**src/hstc_pkg.sv**
```systemverilog
// ----------------------------------------------------------------------------
// hstc_pkg
// Types and constants shared by the terrain colour ramp modules.
// ----------------------------------------------------------------------------
`default_nettype none

package hstc_pkg;

  localparam int MAX_LEVELS   = 8;
  localparam int LVL_W        = $clog2(MAX_LEVELS);
  localparam int CNT_W        = $clog2(MAX_LEVELS + 1);
  localparam int MIN_LEVELS   = 2;

  localparam int QUEUE_DEPTH  = 2;
  localparam int QPTR_W       = $clog2(QUEUE_DEPTH);

  localparam int HEIGHT_W     = 16;
  localparam int COLOUR_W     = 24;
  localparam int CHAN_W       = 8;
  localparam int SLOPE_W      = 8;
  localparam int FRAC_W       = 8;
  localparam int PIX_W        = 20;
  localparam int ENTRY_IDX_W  = 3;
  localparam int NUM_LEVELS_W = 4;
  localparam int CFG_IDX_W    = 1;
  localparam int CFG_DATA_W   = 16;

  localparam logic [SLOPE_W-1:0]      SLOPE_THRESHOLD = 8'd13;
  localparam logic [NUM_LEVELS_W-1:0] NUM_LEVELS_RST  = 4'd4;
  localparam logic [HEIGHT_W-1:0]     MAX_HEIGHT_RST  = 16'hFFFF;

  // Configuration register indexes.
  localparam logic [CFG_IDX_W-1:0] CFG_NUM_LEVELS = 1'b0;
  localparam logic [CFG_IDX_W-1:0] CFG_MAX_HEIGHT = 1'b1;

  typedef enum logic {
    KIND_LOAD,
    KIND_PIXEL
  } item_kind_e;

  // One classified item as it travels from the front to the back.
  typedef struct packed {
    item_kind_e               kind;
    logic [ENTRY_IDX_W-1:0]   entry_index;
    logic [HEIGHT_W-1:0]      height;
    logic [COLOUR_W-1:0]      colour;
    logic [SLOPE_W-1:0]       slope;
    logic [PIX_W-1:0]         pix;
  } item_t;

  typedef struct packed {
    logic full;
    logic empty;
  } q_status_t;

  typedef enum logic [3:0] {
    ST_IDLE,
    ST_SRCH_RD,
    ST_SRCH_CHK,
    ST_LO_RD,
    ST_LO_CHK,
    ST_DIV,
    ST_COL,
    ST_MIX,
    ST_SLOPE
  } back_state_e;

endpackage

`default_nettype wire

```
**src/hstc_front.sv**
```systemverilog
// ----------------------------------------------------------------------------
// hstc_front
// Accepts items, classifies them and hands them to the queue.
// ----------------------------------------------------------------------------
`default_nettype none

module hstc_front (
  input  wire logic                          clk_i,
  input  wire logic                          rst_ni,
  input  wire logic                          start,
  output logic                               busy,
  input  wire logic                          mode_i,
  input  wire logic [hstc_pkg::ENTRY_IDX_W-1:0] entry_index_i,
  input  wire logic [hstc_pkg::HEIGHT_W-1:0] entry_height_i,
  input  wire logic [hstc_pkg::CHAN_W-1:0]   entry_red_i,
  input  wire logic [hstc_pkg::CHAN_W-1:0]   entry_green_i,
  input  wire logic [hstc_pkg::CHAN_W-1:0]   entry_blue_i,
  input  wire logic [hstc_pkg::HEIGHT_W-1:0] sample_height_i,
  input  wire logic [hstc_pkg::SLOPE_W-1:0]  sample_slope_i,
  input  wire logic [hstc_pkg::PIX_W-1:0]    pixel_index_i,
  input  hstc_pkg::q_status_t                q_status_i,
  output logic                               push_o,
  output hstc_pkg::item_t                    push_item_o
);
  import hstc_pkg::*;

  logic  valid_q, valid_d;
  item_t item_q;
  logic  accept;
  logic  in_range;

  assign busy        = valid_q && q_status_i.full;
  assign accept      = start && !busy;
  assign push_o      = valid_q && !q_status_i.full;
  assign push_item_o = item_q;

  // A load aimed beyond the table is taken and then dropped.
  assign in_range = int'(entry_index_i) < MAX_LEVELS;

  assign valid_d = (accept && (mode_i || in_range)) || (valid_q && !push_o);

  always_ff @(posedge clk_i or negedge rst_ni) begin
    if (!rst_ni) begin
      valid_q <= 1'b0;
    end else begin
      valid_q <= valid_d;
    end
  end

  always_ff @(posedge clk_i) begin
    if (accept) begin
      item_q.kind        <= mode_i ? KIND_PIXEL : KIND_LOAD;
      item_q.entry_index <= entry_index_i;
      item_q.height      <= mode_i ? sample_height_i : entry_height_i;
      item_q.colour      <= {entry_red_i, entry_green_i, entry_blue_i};
      item_q.slope       <= sample_slope_i;
      item_q.pix         <= pixel_index_i;
    end
  end

endmodule

`default_nettype wire

```
**src/hstc_queue.sv**
```systemverilog
// ----------------------------------------------------------------------------
// hstc_queue
// Short first-in first-out queue of classified items.
// ----------------------------------------------------------------------------
`default_nettype none

module hstc_queue (
  input  wire logic          clk_i,
  input  wire logic          rst_ni,
  input  wire logic          push_i,
  input  hstc_pkg::item_t    push_item_i,
  input  wire logic          pop_i,
  output hstc_pkg::item_t    pop_item_o,
  output hstc_pkg::q_status_t status_o
);
  import hstc_pkg::*;

  item_t              entries_q [QUEUE_DEPTH];
  logic [QPTR_W-1:0]  wr_ptr_q, wr_ptr_d;
  logic [QPTR_W-1:0]  rd_ptr_q, rd_ptr_d;
  logic [QPTR_W:0]    count_q, count_d;
  logic               do_push, do_pop;

  assign status_o.full  = count_q == (QPTR_W + 1)'(QUEUE_DEPTH);
  assign status_o.empty = count_q == '0;
  assign do_push        = push_i && !status_o.full;
  assign do_pop         = pop_i && !status_o.empty;
  assign pop_item_o     = entries_q[rd_ptr_q];

  always_comb begin
    wr_ptr_d = wr_ptr_q;
    rd_ptr_d = rd_ptr_q;
    count_d  = count_q;
    if (do_push) begin
      wr_ptr_d = (wr_ptr_q == QPTR_W'(QUEUE_DEPTH - 1)) ? '0 : wr_ptr_q + 1'b1;
    end
    if (do_pop) begin
      rd_ptr_d = (rd_ptr_q == QPTR_W'(QUEUE_DEPTH - 1)) ? '0 : rd_ptr_q + 1'b1;
    end
    if (do_push && !do_pop) begin
      count_d = count_q + 1'b1;
    end else if (do_pop && !do_push) begin
      count_d = count_q - 1'b1;
    end
  end

  always_ff @(posedge clk_i or negedge rst_ni) begin
    if (!rst_ni) begin
      wr_ptr_q <= '0;
      rd_ptr_q <= '0;
      count_q  <= '0;
    end else begin
      wr_ptr_q <= wr_ptr_d;
      rd_ptr_q <= rd_ptr_d;
      count_q  <= count_d;
    end
  end

  always_ff @(posedge clk_i) begin
    if (do_push) begin
      entries_q[wr_ptr_q] <= push_item_i;
    end
  end

endmodule

`default_nettype wire

```
**src/hstc_back.sv**
```systemverilog
// ----------------------------------------------------------------------------
// hstc_back
// Level table, band search, fraction divider and colour blending sequencer.
// ----------------------------------------------------------------------------
`default_nettype none

module hstc_back (
  input  wire logic                              clk_i,
  input  wire logic                              rst_ni,
  input  hstc_pkg::q_status_t                    q_status_i,
  input  hstc_pkg::item_t                        pop_item_i,
  output logic                                   pop_o,
  input  wire logic [hstc_pkg::NUM_LEVELS_W-1:0] num_levels_i,
  input  wire logic [hstc_pkg::HEIGHT_W-1:0]     max_height_i,
  output logic                                   out_valid_o,
  output logic [hstc_pkg::PIX_W-1:0]             out_index_o,
  output logic [hstc_pkg::CHAN_W-1:0]            out_red_o,
  output logic [hstc_pkg::CHAN_W-1:0]            out_green_o,
  output logic [hstc_pkg::CHAN_W-1:0]            out_blue_o
);
  import hstc_pkg::*;

  localparam int ENTRY_W = HEIGHT_W + COLOUR_W;

  function automatic logic [CHAN_W-1:0] chan_of(input logic [COLOUR_W-1:0] c,
                                                input logic [1:0] sel);
    unique case (sel)
      2'd0:    return c[23:16];
      2'd1:    return c[15:8];
      default: return c[7:0];
    endcase
  endfunction

  // Level table: height in the upper bits, colour in the lower.
  logic [ENTRY_W-1:0] table_mem [MAX_LEVELS];
  logic [ENTRY_W-1:0] rdata_q;
  logic [LVL_W-1:0]   rd_addr;
  logic               mem_we;

  back_state_e        state_q, state_d;
  logic [CNT_W-1:0]   up_q, up_d;
  logic [CNT_W-1:0]   n_q, n_d;
  logic [2:0]         cnt_q, cnt_d;
  logic               out_valid_q, out_valid_d;

  logic [LVL_W-1:0]    lo_idx_q, lo_idx_d, hi_idx_q, hi_idx_d;
  logic [HEIGHT_W-1:0] h_q, h_d, hi_h_q, hi_h_d;
  logic [HEIGHT_W-1:0] rem_q, rem_d, span_q, span_d;
  logic [FRAC_W-1:0]   frac_q, frac_d;
  logic [SLOPE_W-1:0]  slope_q, slope_d;
  logic [PIX_W-1:0]    pix_q, pix_d;
  logic [COLOUR_W-1:0] clo_q, clo_d, chi_q, chi_d, c2_q, c2_d;
  logic [15:0]         mix_q, mix_d;
  logic [CHAN_W-1:0]   red_q, red_d, green_q, green_d, blue_q, blue_d;

  logic [CNT_W-1:0]    n_sat;
  logic [HEIGHT_W-1:0] rh, h_eff;
  logic [HEIGHT_W:0]   r2;
  logic [CHAN_W-1:0]   ch_lo, ch_hi, ch_2, res_ch;
  logic [8:0]          w_lo, inv;
  logic [16:0]         mix_full;
  logic [23:0]         blend;

  // Level count saturated into the usable range.
  always_comb begin
    if (int'(num_levels_i) < MIN_LEVELS) begin
      n_sat = CNT_W'(MIN_LEVELS);
    end else if (int'(num_levels_i) > MAX_LEVELS) begin
      n_sat = CNT_W'(MAX_LEVELS);
    end else begin
      n_sat = CNT_W'(num_levels_i);
    end
  end

  assign rh    = rdata_q[ENTRY_W-1:COLOUR_W];
  assign h_eff = ((up_q == n_q - CNT_W'(1)) && (rh == '0)) ? max_height_i : rh;
  assign r2    = {rem_q, 1'b0};

  assign ch_lo    = chan_of(clo_q, cnt_q[1:0]);
  assign ch_hi    = chan_of(chi_q, cnt_q[1:0]);
  assign ch_2     = chan_of(c2_q, cnt_q[1:0]);
  assign w_lo     = 9'd256 - {1'b0, frac_q};
  assign mix_full = (17'(ch_lo) * 17'(w_lo)) + (17'(ch_hi) * 17'(frac_q));
  assign inv      = 9'd256 - {1'b0, slope_q};
  assign blend    = (24'(mix_q) * 24'(inv)) + {16'(ch_2) * 16'(slope_q), 8'd0};
  assign res_ch   = (slope_q < SLOPE_THRESHOLD) ? mix_q[15:8] : blend[23:16];

  always_comb begin
    state_d     = state_q;
    up_d        = up_q;
    n_d         = n_q;
    cnt_d       = cnt_q;
    out_valid_d = 1'b0;
    lo_idx_d    = lo_idx_q;
    hi_idx_d    = hi_idx_q;
    h_d         = h_q;
    hi_h_d      = hi_h_q;
    rem_d       = rem_q;
    span_d      = span_q;
    frac_d      = frac_q;
    slope_d     = slope_q;
    pix_d       = pix_q;
    clo_d       = clo_q;
    chi_d       = chi_q;
    c2_d        = c2_q;
    mix_d       = mix_q;
    red_d       = red_q;
    green_d     = green_q;
    blue_d      = blue_q;
    pop_o       = 1'b0;
    mem_we      = 1'b0;
    rd_addr     = up_q[LVL_W-1:0];

    unique case (state_q)
      ST_IDLE: begin
        if (!q_status_i.empty) begin
          pop_o = 1'b1;
          if (pop_item_i.kind == KIND_LOAD) begin
            mem_we = 1'b1;
          end else begin
            h_d     = pop_item_i.height;
            slope_d = pop_item_i.slope;
            pix_d   = pop_item_i.pix;
            n_d     = n_sat;
            up_d    = CNT_W'(1);
            state_d = ST_SRCH_RD;
          end
        end
      end
      ST_SRCH_RD: begin
        state_d = ST_SRCH_CHK;
      end
      ST_SRCH_CHK: begin
        if (h_q >= h_eff) begin
          if (up_q + CNT_W'(1) == n_q) begin
            // Above the top level: both ends are the top entry.
            lo_idx_d = LVL_W'(n_q - CNT_W'(1));
            hi_idx_d = LVL_W'(n_q - CNT_W'(1));
            frac_d   = '0;
            cnt_d    = '0;
            state_d  = ST_COL;
          end else begin
            up_d    = up_q + CNT_W'(1);
            state_d = ST_SRCH_RD;
          end
        end else begin
          hi_h_d   = h_eff;
          lo_idx_d = LVL_W'(up_q - CNT_W'(1));
          hi_idx_d = up_q[LVL_W-1:0];
          state_d  = ST_LO_RD;
        end
      end
      ST_LO_RD: begin
        rd_addr = lo_idx_q;
        state_d = ST_LO_CHK;
      end
      ST_LO_CHK: begin
        frac_d = '0;
        cnt_d  = '0;
        if ((hi_h_q > rh) && (h_q >= rh)) begin
          rem_d   = h_q - rh;
          span_d  = hi_h_q - rh;
          state_d = ST_DIV;
        end else begin
          state_d = ST_COL;
        end
      end
      ST_DIV: begin
        // One quotient bit per cycle; the remainder stays below the span.
        if (r2 >= {1'b0, span_q}) begin
          rem_d  = HEIGHT_W'(r2 - {1'b0, span_q});
          frac_d = {frac_q[FRAC_W-2:0], 1'b1};
        end else begin
          rem_d  = r2[HEIGHT_W-1:0];
          frac_d = {frac_q[FRAC_W-2:0], 1'b0};
        end
        if (cnt_q == 3'(FRAC_W - 1)) begin
          cnt_d   = '0;
          state_d = ST_COL;
        end else begin
          cnt_d = cnt_q + 3'd1;
        end
      end
      ST_COL: begin
        // Fetch the low, high and slope colours; read data arrives the cycle after its address.
        unique case (cnt_q)
          3'd0:    rd_addr = lo_idx_q;
          3'd1:    rd_addr = hi_idx_q;
          default: rd_addr = LVL_W'(2);
        endcase
        if (cnt_q == 3'd1) begin
          clo_d = rdata_q[COLOUR_W-1:0];
        end
        if (cnt_q == 3'd2) begin
          chi_d = rdata_q[COLOUR_W-1:0];
        end
        if (cnt_q == 3'd3) begin
          c2_d    = rdata_q[COLOUR_W-1:0];
          cnt_d   = '0;
          state_d = ST_MIX;
        end else begin
          cnt_d = cnt_q + 3'd1;
        end
      end
      ST_MIX: begin
        mix_d   = mix_full[15:0];
        state_d = ST_SLOPE;
      end
      ST_SLOPE: begin
        unique case (cnt_q)
          3'd0:    red_d   = res_ch;
          3'd1:    green_d = res_ch;
          default: blue_d  = res_ch;
        endcase
        if (cnt_q == 3'd2) begin
          cnt_d       = '0;
          out_valid_d = 1'b1;
          state_d     = ST_IDLE;
        end else begin
          cnt_d   = cnt_q + 3'd1;
          state_d = ST_MIX;
        end
      end
      default: begin
        state_d = ST_IDLE;
      end
    endcase
  end

  always_ff @(posedge clk_i or negedge rst_ni) begin
    if (!rst_ni) begin
      state_q     <= ST_IDLE;
      up_q        <= '0;
      n_q         <= '0;
      cnt_q       <= '0;
      out_valid_q <= 1'b0;
    end else begin
      state_q     <= state_d;
      up_q        <= up_d;
      n_q         <= n_d;
      cnt_q       <= cnt_d;
      out_valid_q <= out_valid_d;
    end
  end

  always_ff @(posedge clk_i) begin
    lo_idx_q <= lo_idx_d;
    hi_idx_q <= hi_idx_d;
    h_q      <= h_d;
    hi_h_q   <= hi_h_d;
    rem_q    <= rem_d;
    span_q   <= span_d;
    frac_q   <= frac_d;
    slope_q  <= slope_d;
    pix_q    <= pix_d;
    clo_q    <= clo_d;
    chi_q    <= chi_d;
    c2_q     <= c2_d;
    mix_q    <= mix_d;
    red_q    <= red_d;
    green_q  <= green_d;
    blue_q   <= blue_d;
  end

  always_ff @(posedge clk_i) begin
    if (mem_we) begin
      table_mem[LVL_W'(pop_item_i.entry_index)] <= {pop_item_i.height, pop_item_i.colour};
    end
    rdata_q <= table_mem[rd_addr];
  end

  assign out_valid_o = out_valid_q;
  assign out_index_o = pix_q;
  assign out_red_o   = red_q;
  assign out_green_o = green_q;
  assign out_blue_o  = blue_q;

endmodule

`default_nettype wire

```
**src/height_slope_terrain_colour.sv**
```systemverilog
// ----------------------------------------------------------------------------
// height_slope_terrain_colour
// Height based colour ramp for terrain pixels, with a slope blend.
// ----------------------------------------------------------------------------
// An item is taken at a rising edge where start is high and busy is low. A
// load item (mode 0) writes one entry of the level table and gives no result.
// A pixel item (mode 1) gives exactly one result, shown for a single cycle
// with out_valid_o high; the receiver cannot hold it off, so none is dropped.
// Configuration registers are written through cfg_we_i, cfg_idx_i and
// cfg_wdata_i while no item is in flight.
// The front registers an item and passes it to a two-entry queue, so up to
// three items may wait while the back works. The back serves one item at a
// time: a load writes one table entry; a pixel's time in the back is set by
// the serial band search (a read and a check per level passed, one table read
// port), an eight-bit radix-2 divider for the fraction, three colour reads
// and a mix and a slope step per colour channel.
// Reset clears the queue and sequencer and restores the level count to four
// and the maximum height to its top value; the level table is not cleared.
// ----------------------------------------------------------------------------
`default_nettype none

module height_slope_terrain_colour (
  input  wire logic                              clk_i,
  input  wire logic                              rst_ni,
  input  wire logic                              start,
  output logic                                   busy,
  input  wire logic                              cfg_we_i,
  input  wire logic [hstc_pkg::CFG_IDX_W-1:0]    cfg_idx_i,
  input  wire logic [hstc_pkg::CFG_DATA_W-1:0]   cfg_wdata_i,
  input  wire logic                              mode_i,
  input  wire logic [hstc_pkg::ENTRY_IDX_W-1:0]  entry_index_i,
  input  wire logic [hstc_pkg::HEIGHT_W-1:0]     entry_height_i,
  input  wire logic [hstc_pkg::CHAN_W-1:0]       entry_red_i,
  input  wire logic [hstc_pkg::CHAN_W-1:0]       entry_green_i,
  input  wire logic [hstc_pkg::CHAN_W-1:0]       entry_blue_i,
  input  wire logic [hstc_pkg::HEIGHT_W-1:0]     sample_height_i,
  input  wire logic [hstc_pkg::SLOPE_W-1:0]      sample_slope_i,
  input  wire logic [hstc_pkg::PIX_W-1:0]        pixel_index_i,
  output logic                                   out_valid_o,
  output logic [hstc_pkg::PIX_W-1:0]             out_index_o,
  output logic [hstc_pkg::CHAN_W-1:0]            out_red_o,
  output logic [hstc_pkg::CHAN_W-1:0]            out_green_o,
  output logic [hstc_pkg::CHAN_W-1:0]            out_blue_o
);
  import hstc_pkg::*;

  // Configuration registers. The back reads them live, which is safe only if
  // the user changes them while the block is idle; the block does not enforce it.
  logic [NUM_LEVELS_W-1:0] num_levels_q;
  logic [HEIGHT_W-1:0]     max_height_q;

  always_ff @(posedge clk_i or negedge rst_ni) begin
    if (!rst_ni) begin
      num_levels_q <= NUM_LEVELS_RST;
      max_height_q <= MAX_HEIGHT_RST;
    end else if (cfg_we_i) begin
      unique case (cfg_idx_i)
        CFG_NUM_LEVELS: num_levels_q <= cfg_wdata_i[NUM_LEVELS_W-1:0];
        CFG_MAX_HEIGHT: max_height_q <= cfg_wdata_i[HEIGHT_W-1:0];
        default: begin
        end
      endcase
    end
  end

  // Hand-off between the front and the back.
  logic      push, pop;
  item_t     push_item, pop_item;
  q_status_t q_status;

  hstc_front u_front (
    .clk_i           (clk_i),
    .rst_ni          (rst_ni),
    .start           (start),
    .busy            (busy),
    .mode_i          (mode_i),
    .entry_index_i   (entry_index_i),
    .entry_height_i  (entry_height_i),
    .entry_red_i     (entry_red_i),
    .entry_green_i   (entry_green_i),
    .entry_blue_i    (entry_blue_i),
    .sample_height_i (sample_height_i),
    .sample_slope_i  (sample_slope_i),
    .pixel_index_i   (pixel_index_i),
    .q_status_i      (q_status),
    .push_o          (push),
    .push_item_o     (push_item)
  );

  hstc_queue u_queue (
    .clk_i       (clk_i),
    .rst_ni      (rst_ni),
    .push_i      (push),
    .push_item_i (push_item),
    .pop_i       (pop),
    .pop_item_o  (pop_item),
    .status_o    (q_status)
  );

  // The back owns the level table, so loads and pixels keep their order.
  hstc_back u_back (
    .clk_i        (clk_i),
    .rst_ni       (rst_ni),
    .q_status_i   (q_status),
    .pop_item_i   (pop_item),
    .pop_o        (pop),
    .num_levels_i (num_levels_q),
    .max_height_i (max_height_q),
    .out_valid_o  (out_valid_o),
    .out_index_o  (out_index_o),
    .out_red_o    (out_red_o),
    .out_green_o  (out_green_o),
    .out_blue_o   (out_blue_o)
  );

endmodule

`default_nettype wire

```
**config.mk**
```make
export PLATFORM = sky130hd
export DESIGN_NAME = height_slope_terrain_colour
export DESIGN_NICKNAME = d
export VERILOG_FILES = /design/src/hstc_pkg.sv /design/src/hstc_front.sv /design/src/hstc_queue.sv /design/src/hstc_back.sv /design/src/height_slope_terrain_colour.sv
export SDC_FILE = /design/constraint.sdc
export NUM_CORES = 2
export LEC_CHECK = 0
export ABC_AREA = 1
export BUFFER_PORTS_ARGS = -buffer_cell sky130_fd_sc_hd__buf_2
export CORE_UTILIZATION = 40
export DETAILED_ROUTE_END_ITERATION = 8
export PLACE_DENSITY_LB_ADDON = 0.3
export SLEW_MARGIN = 5
export SYNTH_ARGS = -nofsm -noshare
export SYNTH_HDL_FRONTEND = slang
export SYNTH_SLANG_ARGS = --single-unit
```
**constraint.sdc**
```tcl
create_clock -name clk_i -period 6.2 [get_ports clk_i]
set_input_delay 1.24 -clock clk_i [delete_from_list [all_inputs] [get_ports clk_i]]
set_output_delay 1.24 -clock clk_i [all_outputs]
set_load 0.02 [all_outputs]
```
Word-level counts from Yosys, hierarchy flattened. Memories as Yosys holds them, arrays and structs flattened. A register that Yosys moved wholly into a read port is not among the register bits. Cells that the tools add are included. Widths: inputs -> output; s select.

Bits in writable memories: 464. Flip-flop bits (word level): 331. Memories kept: 2.

Memories: u_back.table_mem (depth 8, bits a word 40, read ports 1, clocked after memory_dff 1, wr ports 1, line hstc_back.sv:35) `logic [ENTRY_W-1:0] table_mem [MAX_LEVELS];`; u_queue.entries_q (depth 2, bits a word 72, read ports 1, clocked after memory_dff 0, wr ports 1, line hstc_queue.sv:18) `item_t entries_q [QUEUE_DEPTH];`.

Multiplexer cells: 54. Equality and inequality tests: 25. $lt $le $gt $ge: 7. $mul: 4. Reductions and logical operators: 45. Bitwise logic cells: 4. Add/subtract/negate cells: 15.

Operator list (number): $mux 16 (4); $pmux 8 s2 (3); $sub 16x16->16 (3); $pmux 4 s9 (1); $mux 3 (11); $ge 16x16->1 (2); $mul 8x8->16 (2); $mux 4 (8); $pmux 16 s2 (1); $add 24x24->24 (1); $mul 16x9->24 (1); $mux 8 (3); $pmux 8 s3 (1); $reduce_and 2->1 (12); $sub 9x8->9 const A (2); $ge 17x16->1 (1); $add 16x16->16 (1); $eq 4x3->1 const B (4); $gt 16x16->1 (1); $logic_not 16->1 (1); $mul 8x9->16 (1); $mux 1 (15); $pmux 3 s5 (1); $ne 2x1->1 const B (6); other kinds (37) (68).

Logic depth before layout (Yosys ltp).
Word-level depth: 8. Mapped depth: 37. Mapped depth without buffers: 35.

By module. Synthesis repeated with hierarchy kept, for this count alone.

Cells, all modules: 4436. Area, all modules: 46289.4 um^2.

Modules (own cells, without submodules): hstc_back (cells an instance 3809, seq. area each 17356.6 um^2, times used 1, area an instance 37504.7 um^2); hstc_queue (cells an instance 407, seq. area each 4424.2 um^2, times used 1, area an instance 5490.3 um^2); hstc_front (cells an instance 132, seq. area each 2187.1 um^2, times used 1, area an instance 2458.6 um^2); height_slope_terrain_colour (cells an instance 88, seq. area each 521.8 um^2, times used 1, area an instance 835.8 um^2).

Least setup slack after synthesis. Ideal clock, no wire load.

Path type: flip-flop to flip-flop. Start: register u_back.cnt_q[1]. End: register u_back.blue_q[6] (netlist: u_back.out_blue_o[6]) (data pin). Library setup time: 263 ps. Setup slack: -654 ps. Buffers on the path: 2. Period minus slack after synthesis: 6854 ps. Data arrival time: 6592 ps. Stages on the path, launching flop included: 31. Cell sequence: dfrtp_1 > inv_1 > ha_1 > buf_2 > nor2_1 > clkbuf_1 > a21oi_1 > or2_2 > fa_1 > fa_1 > inv_1 > fa_1 > inv_1 > fa_1 > inv_1 > ha_1 > a31oi_1 > o21ai_0 > a21oi_1 > xor2_1 > fa_1 > inv_1 > ha_1 > inv_1 > nor3_1 > and2_1 > nand4_1 > nand2_1 > nand2_1 > nand3_1 > nand2_1.

Longest elaborated chain between the ends: 5.

RTL lines: from (decl) (line hstc_back.sv:43) `logic [2:0] cnt_q, cnt_d;`; from (signal assigned) (line hstc_back.sv:241) `cnt_q <= cnt_d;`; $eq 2x1->1 / $logic_not 2->1 (equally long branches) (line hstc_back.sv:27) `unique case (sel)`; $pmux 8 s2 * (line hstc_back.sv:27); $mul 8x8->16 * (line hstc_back.sv:85) `assign blend = (24'(mix_q) * 24'(inv)) + {16'(ch_2) * 16'(slope_q), 8'd0};`; $add 24x24->24 * (line hstc_back.sv:85); $mux 8 * (line hstc_back.sv:86) `assign res_ch = (slope_q < SLOPE_THRESHOLD) ? mix_q[15:8] : blend[23:16];`; via u_back.res_ch[6] (line hstc_back.sv:59) `logic [CHAN_W-1:0] ch_lo, ch_hi, ch_2, res_ch;`; to (signal assigned) (line hstc_back.sv:262) `blue_q <= blue_d;`; to (decl) (line hstc_back.sv:54) `logic [CHAN_W-1:0] red_q, red_d, green_q, green_d, blue_q, blue_d;`.

Mark *: on every way through the listed nets, which the timed path passes. The rest lies on a longest branch. A chain may end at the register's enable or synchronous reset.

Worst setup path after layout.
Start: register u_back.cnt_q[0]. End: register u_back.red_q[5] (netlist: u_back.out_red_o[5]) (data pin).

Longest elaborated chain between the ends: 5.

RTL lines: $eq 2x1->1 / $logic_not 2->1 (equally long branches) (line hstc_back.sv:27); $pmux 8 s2 * (line hstc_back.sv:27); $mul 8x8->16 * (line hstc_back.sv:85); $add 24x24->24 * (line hstc_back.sv:85); $mux 8 * (line hstc_back.sv:86); via u_back.res_ch[5] (line hstc_back.sv:59); to (signal assigned) (line hstc_back.sv:260) `red_q <= red_d;`; to (decl) (line hstc_back.sv:54).

Marks and branches as above.

==> impl_metrics.yaml <==
yosys:
  synth_edf_count: 754
  async_flop_share_pct: 4.91
  synth_area_um2: 46100
  synthTopCellsByArea: "edfxtp_1, fa_1, nand2_1, inv_1, ha_1"
  synth_ff_type: "edfxtp_1"
  synth-seq-area-share_pct: 53.1
  synth_fp_nets: 5040
  netlist_instances: 4462
  synth.largest_area_cell: "edfxtp_1"
  yosysTopAreaCellShare_pct: 49.1
  synthTopCellsByCount: "nand2_1, edfxtp_1, inv_1"
  ys_ff_latch: 835
  synth-warning-count: 0
  syn_avg_cell_area_um2: 10.3
  synth.distinct_cells: 51
  synthMostInstantiatedCell: "nand2_1"
timing:
  fmax_ghz: 0.158
  setup_ws_ps: -140
  post-route-period-util_pct: 102
  fin_worst_skew_ps: 31.5
  finalHoldViolCount: 0
  finalMaxSlewViolations: 0
  rsz0062_at_grt: "true"
  setup_viol: 22
  fin_crit_ps: 6340
  tightestPinTransition_ps: 1190
  max_slew_margin_pct: 20.9
cts:
  worst_skew_pair.late_latency_ps: 680
  cts_tree: "built"
  cts-root-buf: "clkbuf_16"
  cts_buffer_depth: 3
  path_clk_slew_ps: 60
  cts_num_sinks: 835
  cts_buffers: 87
  cts.htree.levels: 3
floorplan:
  core_area_um2: 114000
  ioPinCount: 155
  rows: 124
  die_area_um2: 117000
  die_x_um: 341
  initial_utilization_pct: 40.3
  dieHeight_um: 341
routing:
  wirelength_mm: 109
  drtIter0Drc: 2044
  avgViaCountPerCell: 4.84
  ant_nets: 0
  vias: 30858
  wl_per_cell_um: 17.0
  drc: 0
  drtPass1Iterations: 5
placed_design:
  post-dp-hpwl_mm: 77.5
  port_buffers: 154
  numPlacedInstances: 6191
  pre_cts_slack_ps: -381
  place_congestion: 0.909
  place_area_um2: 50000
global_routing:
  grt_pass1_wl_mm: 170
  first_global_vias: 30406
  antenna_found_initial: 1
  grt_max_degree: 260
  grt_overflow: 0
  grt_usage_pct: 18.7
setup_path:
  cp-start-kind: "register"
  cp-end-kind: "register"
  startpoint: "u_back.cnt_q[0]"
  critical_path.max_stage_delay_ps: 530
  ff2ff_path_depth: 32
  required_ps: 6610
  critical_path.slowest_cell: "fa_1"
  path_max_fanout: 7
  reg2reg_from: "u_back.cnt_q[0]"
  rr_endpoint: "u_back.out_red_o[5]"
  reg2reg_slack_ps: -140
  cp.arrival_ps: 6750
  worstSetupPathType: "register to register"
cells_and_area:
  fin_area_um2: 54000
  nets: 5374
  area_growth_pct: 17.2
  layoutNonFillerInstCount: 6379
  drive_gt1_share_pct: 16.0
worst_hold_path:
  min_to: "u_queue.entries_q[1][16]"
  hp-start: "u_front.push_item_o[16]"
  worstHoldPathCells: 0
  holdCritPathClass: "register to register"
status:
  status: "complete, but fails checks"
  violations: "negative setup slack"
flow_run:
  cap_violations: 0
[routing by layer]
metal	part of all wire [%]	global-route usage [%]	up-vias
met5	0	0	-
met4	2.0	5.04	0
met3	5.5	2.87	141
met2	47	30.6	771
met1	46	25.8	14816
li1	-	-	15130
[area by class of cell]
| class | count | area, um^2 |
|---|---|---|
| fillers | 10463 | 60300 |
| flip-flops and latches | 835 | 24500 |
| multi-input cells | 2740 | 19200 |
| inverters | 758 | 2860 |
| repair buffers | 374 | 2620 |
| clock buffers | 107 | 2320 |
| well taps | 1512 | 1890 |
| clock inverters | 52 | 593 |
| diodes | 1 | 2.50 |
[how the worst max path moves through the flow]
stage	depth (start not counted)	slack [ps]	end
floorplan	35	3	u_back.out_blue_o[7]
global placement	25	-240	u_back.out_blue_o[0]
detailed placement	26	-380	u_back.out_green_o[0]
CTS	32	-150	u_back.out_blue_o[7]
global route	33	-470	u_back.out_red_o[6]
finish	32	-140	u_back.out_red_o[5]
[state kept, by name (all words and copies together) (netlist names), 4 cells and up]
signal and flops:
u_back.span_q 16, num_levels_q 4, u_back.clo_q 24, u_back.out_red_o 8, u_back.up_q 4, u_back.n_q 4, u_back.slope_q 8, u_back.c2_q 24
u_back.h_q 16, u_front.push_item_o 72, u_back.table_mem 320, max_height_q 16, u_back.rem_q 16, u_back.rdata_q 40, u_back.out_green_o 8, u_back.out_index_o 20
u_back.chi_q 24, u_back.frac_q 8, u_back.state_q 4, u_back.hi_h_q 16, u_back.out_blue_o 8, u_queue.entries_q 144, u_back.mix_q 16
[critical path, delay by kind of cell, from the launching register on]
kind | cells | cell delay (ps)
fa+ha+maj | 8 | 3210
simple gates | 12 | 1000
buf+inv | 7 | 680
compound gates | 4 | 610
flops | 1 | 400
xor+xnor | 1 | 160
[what timing repair did]
item	in CTS	in global routing
hold buffers	0	0
gates cloned	2	0
resized for setup	143	83
hold endpoints to repair	0	0
pin swaps	71	33
setup buffers	21	7
setup endpoints to repair	31	33
[cells in the final DEF, fill, tap and decap left out, drive strengths merged, types with 4 or more instances in the layout]
cell type     n
buf         374
o21bai        6
a21o          8
dfrtp        24
ha          217
a22o         24
o21ai       164
nand4        58
edfxtp      754
clkbuf      107
and2          4
nor3         26
mux2         27
xor2         38
fa          252
dfxtp        40
nand2      1198
nor2        308
inv         753
a21oi       120
o211ai       41
bufinv        7
clkinv       48
nand3b       31
dfstp        17
nand3       135
nor4          5
or2          22
xnor2        34
[logic make-up (layout without fill, tap and decap cells)]
logic type | Yosys count | count (layout) | share of synthesized area, %
mux | 27 | 27 | 0.660
compound gates | 383 | 383 | 4.77
simple gates | 1789 | 1789 | 15.8
other cells | 0 | 1 | 0
flops | 835 | 835 | 53.1
buf+inv | 887 | 1291 | 7.41
xor+xnor | 72 | 72 | 1.37
fa+ha+maj | 469 | 469 | 16.8
[stage by stage]
stage | setup TNS, ps | utilization (%) | hold WS [ps]
finish | -2390 | 47.2 | 421
global placement | -4950 | 43.7 | 421
global route | -9610 | 47.2 | 425
CTS | -1910 | 46.9 | 410
detailed placement | -7970 | 43.7 | 430
floorplan | 0 | - | 421
Power is left out: the tool's default activity adds up to more than one toggle a clock period on the data nets, which glitch-free logic cannot reach.
